==> config.mk <==
export PLATFORM = sky130hd
export DESIGN_NAME = softmax_rank_select
export DESIGN_NICKNAME = d
export VERILOG_FILES = /design/src/hw/rtl/srs_pkg.sv /design/src/hw/rtl/srs_div.sv /design/src/hw/rtl/softmax_rank_select.sv
export VERILOG_INCLUDE_DIRS = /design/src /design/src/hw/rtl
export SDC_FILE = /design/constraint.sdc
export NUM_CORES = 2
export LEC_CHECK = 0
export ABC_AREA = 1
export BUFFER_PORTS_ARGS = -buffer_cell sky130_fd_sc_hd__buf_2
export CAP_MARGIN = 20
export CORE_MARGIN = 5
export CORE_UTILIZATION = 25
export CTS_BUF_LIST = sky130_fd_sc_hd__clkbuf_4
export CTS_CLUSTER_DIAMETER = 40
export DETAILED_ROUTE_END_ITERATION = 6
export SLEW_MARGIN = 0
export SYNTH_ARGS = -nofsm -noshare
export SYNTH_HDL_FRONTEND = slang
export SYNTH_SLANG_ARGS = --single-unit
==> constraint.sdc <==
create_clock -name clk_i -period 8.7 [get_ports clk_i]
set_input_delay 1.74 -clock clk_i [delete_from_list [all_inputs] [get_ports clk_i]]
set_output_delay 1.74 -clock clk_i [all_outputs]
set_load 0.01 [all_outputs]
==> src/hw/rtl/softmax_rank_select_macros.svh <==
// assertion macros for the softmax rank select block
// no dependencies; taken in by files that carry concurrent checks
`ifndef SOFTMAX_RANK_SELECT_MACROS_SVH
`define SOFTMAX_RANK_SELECT_MACROS_SVH
`ifndef SYNTHESIS
// property must hold at every clock edge out of reset
`define SRS_ASSERT(lbl, clk, rstn, prop) \
  lbl: assert property (@(posedge clk) disable iff (!rstn) prop) else $error("srs check failed");
// condition must never be seen out of reset
`define SRS_ASSERT_NEVER(lbl, clk, rstn, cond) \
  lbl: assert property (@(posedge clk) disable iff (!rstn) !(cond)) else $error("srs bad state");
`else
`define SRS_ASSERT(lbl, clk, rstn, prop)
`define SRS_ASSERT_NEVER(lbl, clk, rstn, cond)
`endif
`endif

==> src/hw/rtl/srs_pkg.sv <==
// shared types and constants of the softmax rank select block
// no dependencies
`timescale 1ns / 1ps
package srs_pkg;

  localparam int unsigned MaxDrives   = 16;
  localparam int unsigned Slots       = 16;
  localparam int unsigned IndexW      = 4;
  localparam int unsigned DivDvdW     = 64;
  localparam int unsigned DivDsrW     = 32;
  localparam int unsigned SeriesTerms = 10;
  localparam logic [31:0] Ln2Q30      = 32'd744261118;
  localparam logic [30:0] TFloor      = 31'd17;
  localparam logic [31:0] OneQ24      = 32'd16777216;
  localparam logic [55:0] XLimitQ24   = 56'd18 << 24;

  typedef enum logic [1:0] {
    CFG_SOFTMAX_EN = 2'd0,
    CFG_TEMP       = 2'd1,
    CFG_MIN_VALID  = 2'd2
  } cfg_reg_e;

  typedef enum logic [1:0] {
    RANK_NONE  = 2'd0,
    RANK_VALID = 2'd1,
    RANK_LOW   = 2'd2
  } rank_e;

  typedef struct packed {
    logic signed [31:0] cand_logit;
    logic               cand_active;
    logic               last_cand;
  } in_beat_t;

  typedef struct packed {
    logic [IndexW-1:0]  cand_index;
    logic signed [31:0] cand_score;
    rank_e              rank_status;
    logic               overflow_seen;
    logic               last_out;
  } out_beat_t;

  typedef struct packed {
    logic               start;
    logic [DivDvdW-1:0] dividend;
    logic [DivDsrW-1:0] divisor;
  } div_req_t;

  typedef struct packed {
    logic               done;
    logic [DivDvdW-1:0] quot;
  } div_rsp_t;

endpackage

==> src/hw/rtl/srs_div.sv <==
// shared restoring divider, one quotient bit per cycle
// depends on srs_pkg
`timescale 1ns / 1ps
module srs_div (
  input  logic                clk_i,
  input  logic                rst_ni,
  input  srs_pkg::div_req_t   req_i,
  output srs_pkg::div_rsp_t   rsp_o
);

  localparam int unsigned DW   = srs_pkg::DivDvdW;
  localparam int unsigned RW   = srs_pkg::DivDsrW;
  localparam int unsigned CntW = $clog2(DW);

  logic            busy_q, busy_d;
  logic [CntW-1:0] cnt_q, cnt_d;
  logic [DW-1:0]   dvd_q, dvd_d;
  logic [RW-1:0]   rem_q, rem_d;
  logic [RW-1:0]   dsr_q, dsr_d;
  logic            done_q, done_d;
  logic [RW:0]     trial;

  always_comb begin
    busy_d = busy_q;
    cnt_d  = cnt_q;
    dvd_d  = dvd_q;
    rem_d  = rem_q;
    dsr_d  = dsr_q;
    done_d = 1'b0;
    trial  = {rem_q, dvd_q[DW-1]};
    if (req_i.start) begin
      busy_d = 1'b1;
      cnt_d  = '1;
      dvd_d  = req_i.dividend;
      dsr_d  = req_i.divisor;
      rem_d  = '0;
    end else if (busy_q) begin
      // quotient bits shift in where dividend bits leave
      if (trial >= {1'b0, dsr_q}) begin
        rem_d = RW'(trial - {1'b0, dsr_q});
        dvd_d = {dvd_q[DW-2:0], 1'b1};
      end else begin
        rem_d = trial[RW-1:0];
        dvd_d = {dvd_q[DW-2:0], 1'b0};
      end
      cnt_d = cnt_q - 1'b1;
      if (cnt_q == '0) begin
        busy_d = 1'b0;
        done_d = 1'b1;
      end
    end
  end

  always_ff @(posedge clk_i or negedge rst_ni) begin
    if (!rst_ni) begin
      busy_q <= 1'b0;
      done_q <= 1'b0;
      cnt_q  <= '0;
    end else begin
      busy_q <= busy_d;
      done_q <= done_d;
      cnt_q  <= cnt_d;
    end
  end

  always_ff @(posedge clk_i) begin
    dvd_q <= dvd_d;
    rem_q <= rem_d;
    dsr_q <= dsr_d;
  end

  assign rsp_o.done = done_q;
  assign rsp_o.quot = dvd_q;

endmodule

==> src/hw/rtl/softmax_rank_select.sv <==
// softmax rank select top level: candidate store, sequencer, output register
// depends on srs_pkg, srs_div and softmax_rank_select_macros.svh
`timescale 1ns / 1ps
`include "softmax_rank_select_macros.svh"
// usage
//  - input channel in_valid_i / in_stall_o carries one candidate per beat
//    (logit, active flag, last flag); while loading one beat per cycle is taken
//  - up to min(MAX_DRIVES, 16) candidates are kept; extra beats are dropped
//    and set overflow_seen in every result of the set
//  - a beat with last_cand closes the set; in_stall_o then stays high until
//    the last result of the set has been loaded into the output register
//  - softmax mode: a scan pass runs each active candidate through the shared
//    divider for gap / T, a subtract loop for the ln2 reduction (k at most 25)
//    and ten series steps (S_MUL, S_TGO, S_TDIV) on the shared multiplier;
//    a term that underflows skips the loop and the series, and inactive
//    candidates are passed over
//  - each softmax result of an active candidate then runs through S_PREP, a
//    divide in S_PDIV and S_EMIT
//  - pass-through mode or inactive candidates: S_PREP then S_EMIT per result
//  - output channel out_valid_o / out_stall_i is one register deep; a stalled
//    beat holds, and the sequencer waits until it is taken
//  - config writes (cfg_we_i) must be made only when idle; not enforced
//  - reset: softmax on, temperature 1.0, minimum 0, empty set, no output
module softmax_rank_select #(
  parameter int unsigned MAX_DRIVES = srs_pkg::MaxDrives
) (
  input  logic                 clk_i,
  input  logic                 rst_ni,
  input  logic                 cfg_we_i,
  input  logic [1:0]           cfg_idx_i,
  input  logic [31:0]          cfg_wdata_i,
  input  logic                 in_valid_i,
  output logic                 in_stall_o,
  input  srs_pkg::in_beat_t    in_beat_i,
  output logic                 out_valid_o,
  input  logic                 out_stall_i,
  output srs_pkg::out_beat_t   out_beat_o
);

  localparam int unsigned Cap  = (MAX_DRIVES < srs_pkg::Slots) ? MAX_DRIVES : srs_pkg::Slots;
  localparam int unsigned CntW = $clog2(Cap + 1);
  localparam int unsigned AW   = (Cap > 1) ? $clog2(Cap) : 1;

  typedef enum logic [10:0] {
    S_LOAD = 11'b000_0000_0001,
    S_SCAN = 11'b000_0000_0010,
    S_XDIV = 11'b000_0000_0100,
    S_KDIV = 11'b000_0000_1000,
    S_MUL  = 11'b000_0001_0000,
    S_TGO  = 11'b000_0010_0000,
    S_TDIV = 11'b000_0100_0000,
    S_ACC  = 11'b000_1000_0000,
    S_PREP = 11'b001_0000_0000,
    S_PDIV = 11'b010_0000_0000,
    S_EMIT = 11'b100_0000_0000
  } state_e;

  // configuration
  logic               smx_en_q;
  logic [30:0]        temp_q;
  logic signed [31:0] min_q;

  // set state
  state_e             state_q, state_d;
  logic [CntW-1:0]    load_cnt_q, load_cnt_d;
  logic [CntW-1:0]    act_cnt_q, act_cnt_d;
  logic [CntW-1:0]    i_q, i_d;
  logic signed [31:0] max_q, max_d;
  logic               ovf_q, ovf_d;
  logic [31:0]        exp_sum_q, exp_sum_d;

  // exp term working registers
  logic [34:0]        x30_q, x30_d;
  logic [4:0]         k_q, k_d;
  logic [29:0]        r_q, r_d;
  logic [30:0]        term_q, term_d;
  logic [32:0]        ser_q, ser_d;
  logic [3:0]         ord_q, ord_d;
  logic [64:0]        prod_q, prod_d;
  logic [31:0]        score_q, score_d;

  // candidate store
  logic signed [31:0] logit_mem [Cap];
  logic               act_mem   [Cap];
  logic [24:0]        e_mem     [Cap];
  logic               ld_we, e_we;
  logic [24:0]        e_wdata;

  srs_pkg::out_beat_t out_q, out_d;
  logic               out_valid_q, out_valid_d;

  srs_pkg::div_req_t  div_req;
  srs_pkg::div_rsp_t  div_rsp;

  // shared multiplier: series products and reciprocal division by the order
  logic [30:0]        mul_a;
  logic [33:0]        mul_b;
  logic [64:0]        mul_p;

  logic               in_acc;
  logic [AW-1:0]      rd_idx, wr_idx;
  logic signed [31:0] rd_logit;
  logic               rd_act;
  logic [24:0]        rd_e;
  logic [31:0]        gap;
  logic [30:0]        t_eff;
  logic [5:0]         sh;
  logic [32:0]        e_full;
  logic               out_free;
  logic signed [31:0] score_sel;

  // ceil(2^33 / ord); exact floor division for dividends below 2^30
  function automatic logic [33:0] recip_q33(input logic [3:0] ord);
    logic [33:0] m;
    case (ord)
      4'd1:    m = 34'd8589934592;
      4'd2:    m = 34'd4294967296;
      4'd3:    m = 34'd2863311531;
      4'd4:    m = 34'd2147483648;
      4'd5:    m = 34'd1717986919;
      4'd6:    m = 34'd1431655766;
      4'd7:    m = 34'd1227133514;
      4'd8:    m = 34'd1073741824;
      4'd9:    m = 34'd954437177;
      4'd10:   m = 34'd858993460;
      default: m = '0;
    endcase
    return m;
  endfunction

  srs_div u_div (
    .clk_i  (clk_i),
    .rst_ni (rst_ni),
    .req_i  (div_req),
    .rsp_o  (div_rsp)
  );

  assign in_stall_o = (state_q != S_LOAD);
  assign in_acc     = in_valid_i && !in_stall_o;
  assign rd_idx     = i_q[AW-1:0];
  assign wr_idx     = load_cnt_q[AW-1:0];
  assign rd_logit   = logit_mem[rd_idx];
  assign rd_act     = act_mem[rd_idx];
  assign rd_e       = e_mem[rd_idx];
  // gap of an active candidate to the largest active logit is never negative
  assign gap        = 32'($signed({max_q[31], max_q}) - $signed({rd_logit[31], rd_logit}));
  assign t_eff      = (temp_q < srs_pkg::TFloor) ? srs_pkg::TFloor : temp_q;
  // round half up, scale by 2^-(k+6) to land in Q8.24
  assign sh         = {1'b0, k_q} + 6'd6;
  assign e_full     = (ser_q + (33'd1 << (sh - 6'd1))) >> sh;
  assign out_free   = !out_valid_q || !out_stall_i;
  assign mul_p      = {34'd0, mul_a} * {31'd0, mul_b};

  always_comb begin
    state_d    = state_q;
    load_cnt_d = load_cnt_q;
    act_cnt_d  = act_cnt_q;
    i_d        = i_q;
    max_d      = max_q;
    ovf_d      = ovf_q;
    exp_sum_d  = exp_sum_q;
    x30_d      = x30_q;
    k_d        = k_q;
    r_d        = r_q;
    term_d     = term_q;
    ser_d      = ser_q;
    ord_d      = ord_q;
    prod_d     = prod_q;
    score_d    = score_q;
    out_d      = out_q;
    out_valid_d = out_valid_q && out_stall_i;
    ld_we      = 1'b0;
    e_we       = 1'b0;
    e_wdata    = '0;
    div_req    = '0;
    mul_a      = '0;
    mul_b      = '0;
    score_sel  = rd_act ? rd_logit : 32'sd0;

    unique case (state_q)
      S_LOAD: begin
        if (in_acc) begin
          if (load_cnt_q < CntW'(Cap)) begin
            ld_we      = 1'b1;
            load_cnt_d = load_cnt_q + 1'b1;
            if (in_beat_i.cand_active) begin
              act_cnt_d = act_cnt_q + 1'b1;
              if (in_beat_i.cand_logit > max_q) begin
                max_d = in_beat_i.cand_logit;
              end
            end
          end else begin
            ovf_d = 1'b1;
          end
          if (in_beat_i.last_cand) begin
            i_d     = '0;
            state_d = smx_en_q ? S_SCAN : S_PREP;
          end
        end
      end
      S_SCAN: begin
        if (i_q == load_cnt_q) begin
          i_d     = '0;
          state_d = S_PREP;
        end else if (rd_act) begin
          div_req.start    = 1'b1;
          div_req.dividend = {8'd0, gap, 24'd0};
          div_req.divisor  = {1'b0, t_eff};
          state_d          = S_XDIV;
        end else begin
          i_d = i_q + 1'b1;
        end
      end
      S_XDIV: begin
        if (div_rsp.done) begin
          if (div_rsp.quot >= {8'd0, srs_pkg::XLimitQ24}) begin
            // term underflows to zero
            e_we    = 1'b1;
            e_wdata = '0;
            i_d     = i_q + 1'b1;
            state_d = S_SCAN;
          end else begin
            x30_d   = {div_rsp.quot[28:0], 6'd0};
            k_d     = '0;
            state_d = S_KDIV;
          end
        end
      end
      S_KDIV: begin
        // peel off one ln2 per cycle, what is left is r
        if (x30_q >= {3'd0, srs_pkg::Ln2Q30}) begin
          x30_d = x30_q - {3'd0, srs_pkg::Ln2Q30};
          k_d   = k_q + 5'd1;
        end else begin
          r_d     = x30_q[29:0];
          term_d  = 31'd1 << 30;
          ser_d   = 33'd1 << 30;
          ord_d   = 4'd1;
          state_d = S_MUL;
        end
      end
      S_MUL: begin
        mul_a   = term_q;
        mul_b   = {4'd0, r_q};
        prod_d  = mul_p;
        state_d = S_TGO;
      end
      S_TGO: begin
        mul_a   = {1'b0, prod_q[59:30]};
        mul_b   = recip_q33(ord_q);
        prod_d  = mul_p;
        state_d = S_TDIV;
      end
      S_TDIV: begin
        term_d = {1'b0, prod_q[62:33]};
        // alternating series of exp(-r)
        if (ord_q[0]) begin
          ser_d = ser_q - {3'd0, prod_q[62:33]};
        end else begin
          ser_d = ser_q + {3'd0, prod_q[62:33]};
        end
        if (ord_q == 4'(srs_pkg::SeriesTerms)) begin
          state_d = S_ACC;
        end else begin
          ord_d   = ord_q + 4'd1;
          state_d = S_MUL;
        end
      end
      S_ACC: begin
        e_we      = 1'b1;
        e_wdata   = e_full[24:0];
        exp_sum_d = exp_sum_q + {7'd0, e_full[24:0]};
        i_d       = i_q + 1'b1;
        state_d   = S_SCAN;
      end
      S_PREP: begin
        if (rd_act && smx_en_q) begin
          div_req.start = 1'b1;
          if (exp_sum_q == '0) begin
            div_req.dividend = {32'd0, srs_pkg::OneQ24};
            div_req.divisor  = 32'(act_cnt_q);
          end else begin
            div_req.dividend = {15'd0, rd_e, 24'd0} + {33'd0, exp_sum_q[31:1]};
            div_req.divisor  = exp_sum_q;
          end
          state_d = S_PDIV;
        end else begin
          score_d = score_sel;
          state_d = S_EMIT;
        end
      end
      S_PDIV: begin
        if (div_rsp.done) begin
          score_d = div_rsp.quot[31:0];
          state_d = S_EMIT;
        end
      end
      S_EMIT: begin
        if (out_free) begin
          out_valid_d           = 1'b1;
          out_d.cand_index      = srs_pkg::IndexW'(i_q);
          out_d.cand_score      = score_q;
          out_d.overflow_seen   = ovf_q;
          out_d.last_out        = (i_q + 1'b1 == load_cnt_q);
          if (!rd_act) begin
            out_d.rank_status = srs_pkg::RANK_NONE;
          end else if ($signed(score_q) >= min_q) begin
            out_d.rank_status = srs_pkg::RANK_VALID;
          end else begin
            out_d.rank_status = srs_pkg::RANK_LOW;
          end
          if (i_q + 1'b1 == load_cnt_q) begin
            // set done, back to an empty store
            load_cnt_d = '0;
            act_cnt_d  = '0;
            max_d      = 32'sh8000_0000;
            ovf_d      = 1'b0;
            exp_sum_d  = '0;
            state_d    = S_LOAD;
          end else begin
            i_d     = i_q + 1'b1;
            state_d = S_PREP;
          end
        end
      end
      default: state_d = S_LOAD;
    endcase
  end

  always_ff @(posedge clk_i or negedge rst_ni) begin
    if (!rst_ni) begin
      smx_en_q    <= 1'b1;
      temp_q      <= 31'(srs_pkg::OneQ24);
      min_q       <= '0;
      state_q     <= S_LOAD;
      load_cnt_q  <= '0;
      act_cnt_q   <= '0;
      i_q         <= '0;
      max_q       <= 32'sh8000_0000;
      ovf_q       <= 1'b0;
      exp_sum_q   <= '0;
      out_valid_q <= 1'b0;
    end else begin
      if (cfg_we_i) begin
        unique case (cfg_idx_i)
          srs_pkg::CFG_SOFTMAX_EN: smx_en_q <= cfg_wdata_i[0];
          srs_pkg::CFG_TEMP:       temp_q   <= cfg_wdata_i[30:0];
          srs_pkg::CFG_MIN_VALID:  min_q    <= cfg_wdata_i;
          default: ;
        endcase
      end
      state_q     <= state_d;
      load_cnt_q  <= load_cnt_d;
      act_cnt_q   <= act_cnt_d;
      i_q         <= i_d;
      max_q       <= max_d;
      ovf_q       <= ovf_d;
      exp_sum_q   <= exp_sum_d;
      out_valid_q <= out_valid_d;
    end
  end

  always_ff @(posedge clk_i) begin
    x30_q   <= x30_d;
    k_q     <= k_d;
    r_q     <= r_d;
    term_q  <= term_d;
    ser_q   <= ser_d;
    ord_q   <= ord_d;
    prod_q  <= prod_d;
    score_q <= score_d;
    out_q   <= out_d;
    if (ld_we) begin
      logit_mem[wr_idx] <= in_beat_i.cand_logit;
      act_mem[wr_idx]   <= in_beat_i.cand_active;
    end
    if (e_we) begin
      e_mem[rd_idx] <= e_wdata;
    end
  end

  assign out_valid_o = out_valid_q;
  assign out_beat_o  = out_q;

  `SRS_ASSERT_NEVER(a_load_cap, clk_i, rst_ni, load_cnt_q > CntW'(Cap))
  `SRS_ASSERT_NEVER(a_act_le_load, clk_i, rst_ni, act_cnt_q > load_cnt_q)
  `SRS_ASSERT_NEVER(a_sum_bound, clk_i, rst_ni, exp_sum_q > (32'(Cap) << 24))
  `SRS_ASSERT(a_last_frees, clk_i, rst_ni, (state_q == S_EMIT && out_free && out_d.last_out) |=> (state_q == S_LOAD && load_cnt_q == '0))

endmodule

==> flow_summary.yaml <==
status:
  status: "finished, final reports clean"
synth:
  yosysTopAreaCellShare: 0.361
  async_flop_share: 0.111
  synth_edf_count: 1265
  ys_seq_area_frac: 0.410
  syn_area_mm2: 0.105
  yosys.area.top_type: "edfxtp_1"
  syn-instance-count: 11300
  synth_cell_type_count: 79
  ys_ff_latch: 1480
  yosysWarningCount: 0
  synth-main-ff-cell: "edfxtp_1"
  synth_area_leaders: "edfxtp_1 36%, fa_1 18%, nand2_1 7.6%, inv_1 7.1%, ha_1 5.8%"
  synth.avg_cell_area_um2: 9.29
placement:
  dp.cells: 16700
  pre_cts_slack_ns: 0.188
  port_buffers: 114
  dpl.hpwl_mm: 242
  dpl-instance-area_mm2: 0.114
  gp_congestion: 0.961
sta:
  drv_slew: 0
  fin_crit_ns: 8.47
  relSlewSlack: 0.0513
  final.setup.tns_ns: 0
  rsz0062_at_grt: "true"
  fmax_mhz: 118
  hold_viol: 0
  clock-skew-final_ns: 0.141
  tightestPinTransition_ns: 1.42
  min_period_over_period: 0.974
  whs_ns: 0.473
  worst_slack_ns: 0.228
  setup_violations: 0
layout:
  layout.cells.non_filler: 17400
  layout-drive-gt1-share: 0.102
  nNetsFinal: 13100
  syn_to_final_growth_pct: 13.4
  stdcell_area_mm2: 0.119
worst_setup_path:
  cp.arrival_ns: 9.50
  endpoint_kind: "register"
  crit_path_max_fanout: 21
  path_buf_inv: 8
  critical_path.top_delay_family: "adder cells"
  max_stage_delay_ns: 0.61
  cp_slowest_cell: "fa_1"
  crit_type: "reg -> reg"
  start_kind: "register"
  cp.required_ns: 9.72
  cpMostUsedCell: "fa_1"
power:
  vdd_drop_max_mv: 0.170
  power_frac_comb: 0.274
  p_seq_frac: 0.438
  p_leak_nw: 52.5
  switching_share: 0.352
  power_density_mw_per_mm2: 174
  p_switching_mw: 7.30
  cell_internal_pwr_mw: 13.5
  pwr-share-clk: 0.288
run:
  maxCapViolCount: 0
floorplanning:
  die_h_um: 659
  row_count: 238
  boundaryPins: 115
  dieWidth_um: 659
  start_util: 0.251
  die_area_mm2: 0.434
  core_mm2: 0.420
clock_tree:
  cts_hold_buf: 0
  cts_root_buffer: "clkbuf_4"
  clock_latency_ns: 1.25
  cts_tree: "yes"
  cts_buffers: 381
  htree_levels: 5
  clock-sinks: 1480
  clkTransAtPathRegs_ns: 0.07
  clock_path_buffers: 4
routing:
  drc: 0
  first_iter_violations: 7857
  antenna_left: 0
  vias: 81900
  drt-vias-per-instance: 4.69
  wl_mm: 334
  drtPass1Iterations: 6
  wire_per_inst_um: 19.2
grt:
  grt_max_degree: 179
  grt_pass1_vias: 80800
  track_usage: 0.149
  grt_pass1_wl_mm: 503
  grt_remaining_overflow: 0
  antenna_found_initial: 23
hold_path:
  hp-class: "reg -> reg"
state kept, by name, summed over array words and instances (netlist names), 6 cells and up, named ones only:
register	count
act_mem	16
e_mem	400
exp_sum_q	32
logit_mem	512
max_q	32
min_q	32
out_beat_o	40
prod_q	33
r_q	29
score_q	32
ser_q	33
state_q	11
temp_q	31
term_q	31
u_div.cnt_q	6
u_div.dsr_q	32
u_div.dvd_q	64
u_div.rem_q	32
x30_q	34
logic make-up after synthesis:
group	share of synthesized area
and+or+nand+nor	0.146
buffers and inverters	0.0909
AOI/OAI and AO/OA	0.107
DFF	0.410
adders and majority gates	0.234
xor gates and xnor gates	0.0129
other	0.0000713
per-layer routing:
metal  share of wire  track usage
met4           0.044       0.0598
met1            0.41        0.195
met3           0.072       0.0247
met2            0.47        0.246
met5         0.00039            0
tightest hold or removal path: stages, from the launching register on:
cell	delay, ns
dfxtp_1	0.32
nand2_1	0.07
nand2_1	0.04
synth_stat cells, types with 18 or more instances:
cell / count
ha_1: 487
a221oi_1: 40
xnor2_1: 49
nand4_1: 76
o22ai_1: 368
a21oi_1: 399
o21ai_1: 25
buf_1: 30
clkbuf_1: 380
a22o_1: 32
nand3_1: 335
o21ai_0: 850
dfrtp_1: 160
dfxtp_1: 51
xor2_1: 106
nor4_1: 44
o211ai_1: 35
fa_1: 927
inv_2: 22
a21o_1: 21
buf_2: 75
nor3_1: 75
a31oi_1: 47
inv_1: 1984
or2_2: 18
o21a_1: 41
nor2_1: 1079
edfxtp_1: 1265
nand2_1: 2140
area by class of cell:
class | count | area, um2
Fill cell | 44300 | 300000
Multi-Input combinational cell | 7343 | 53400
Sequential cell | 1480 | 43100
Inverter | 2014 | 7590
Tap cell | 5520 | 6910
Clock buffer | 573 | 4300
Timing Repair Buffer | 400 | 3530
Clock inverter | 91 | 475
Antenna cell | 25 | 62.6
power by group through the flow:
stage               clock [mW]  combinational [mW]  sequential (mW)
finish                    5.99                5.69             9.09
global route              6.53                6.30             9.15
CTS                       6.14                5.59             9.08
detailed placement           0                5.57             9.22
global placement             0                5.50             9.21
floorplan                    0                3.88             9.01
path summary, 6_finish.rpt:
kind                                  from         endpoint  slack [ns]  cells past startpoint
min                        u_div.rem_q[30]  u_div.rem_q[30]        0.47                      2
min in group asynchronous           rst_ni        temp_q[0]        0.63                      1
max in group asynchronous           rst_ni       state_q[4]        6.45                      2
max                            state_q[10]       prod_q[52]        0.23                     34
min reg2reg                u_div.rem_q[30]  u_div.rem_q[30]        0.47                      2
max reg2reg                    state_q[10]       prod_q[52]        0.23                     34
metrics by stage:
| step | power [mW] | utilization |
|---|---|---|
| global placement | 14.7 | 0.271 |
| CTS | 20.8 | 0.283 |
| detailed placement | 14.8 | 0.272 |
| global route | 22.0 | 0.284 |
| finish | 20.8 | 0.284 |
| floorplan | 12.9 | - |
placed cells by master, fill, tap and decap left out, drive strengths merged, types with 369 or more instances in the layout:
| cell type | synthesis | routed |
|---|---|---|
| fa | 927 | 927 |
| a21oi | 399 | 399 |
| edfxtp | 1265 | 1265 |
| nand2 | 2148 | 2148 |
| buf | 115 | 395 |
| o22ai | 369 | 369 |
| o21ai | 881 | 881 |
| inv | 2007 | 2019 |
| clkbuf | 382 | 578 |
| nor2 | 1084 | 1084 |
| ha | 487 | 487 |
repair_timing:
| action | 4_1_cts | 5_1_grt |
|---|---|---|
| resized for setup | 0 | 38 |
| setup endpoints to repair | 0 | 26 |
| buffers inserted | 0 | 8 |
(Power assumes the default switching activity.)
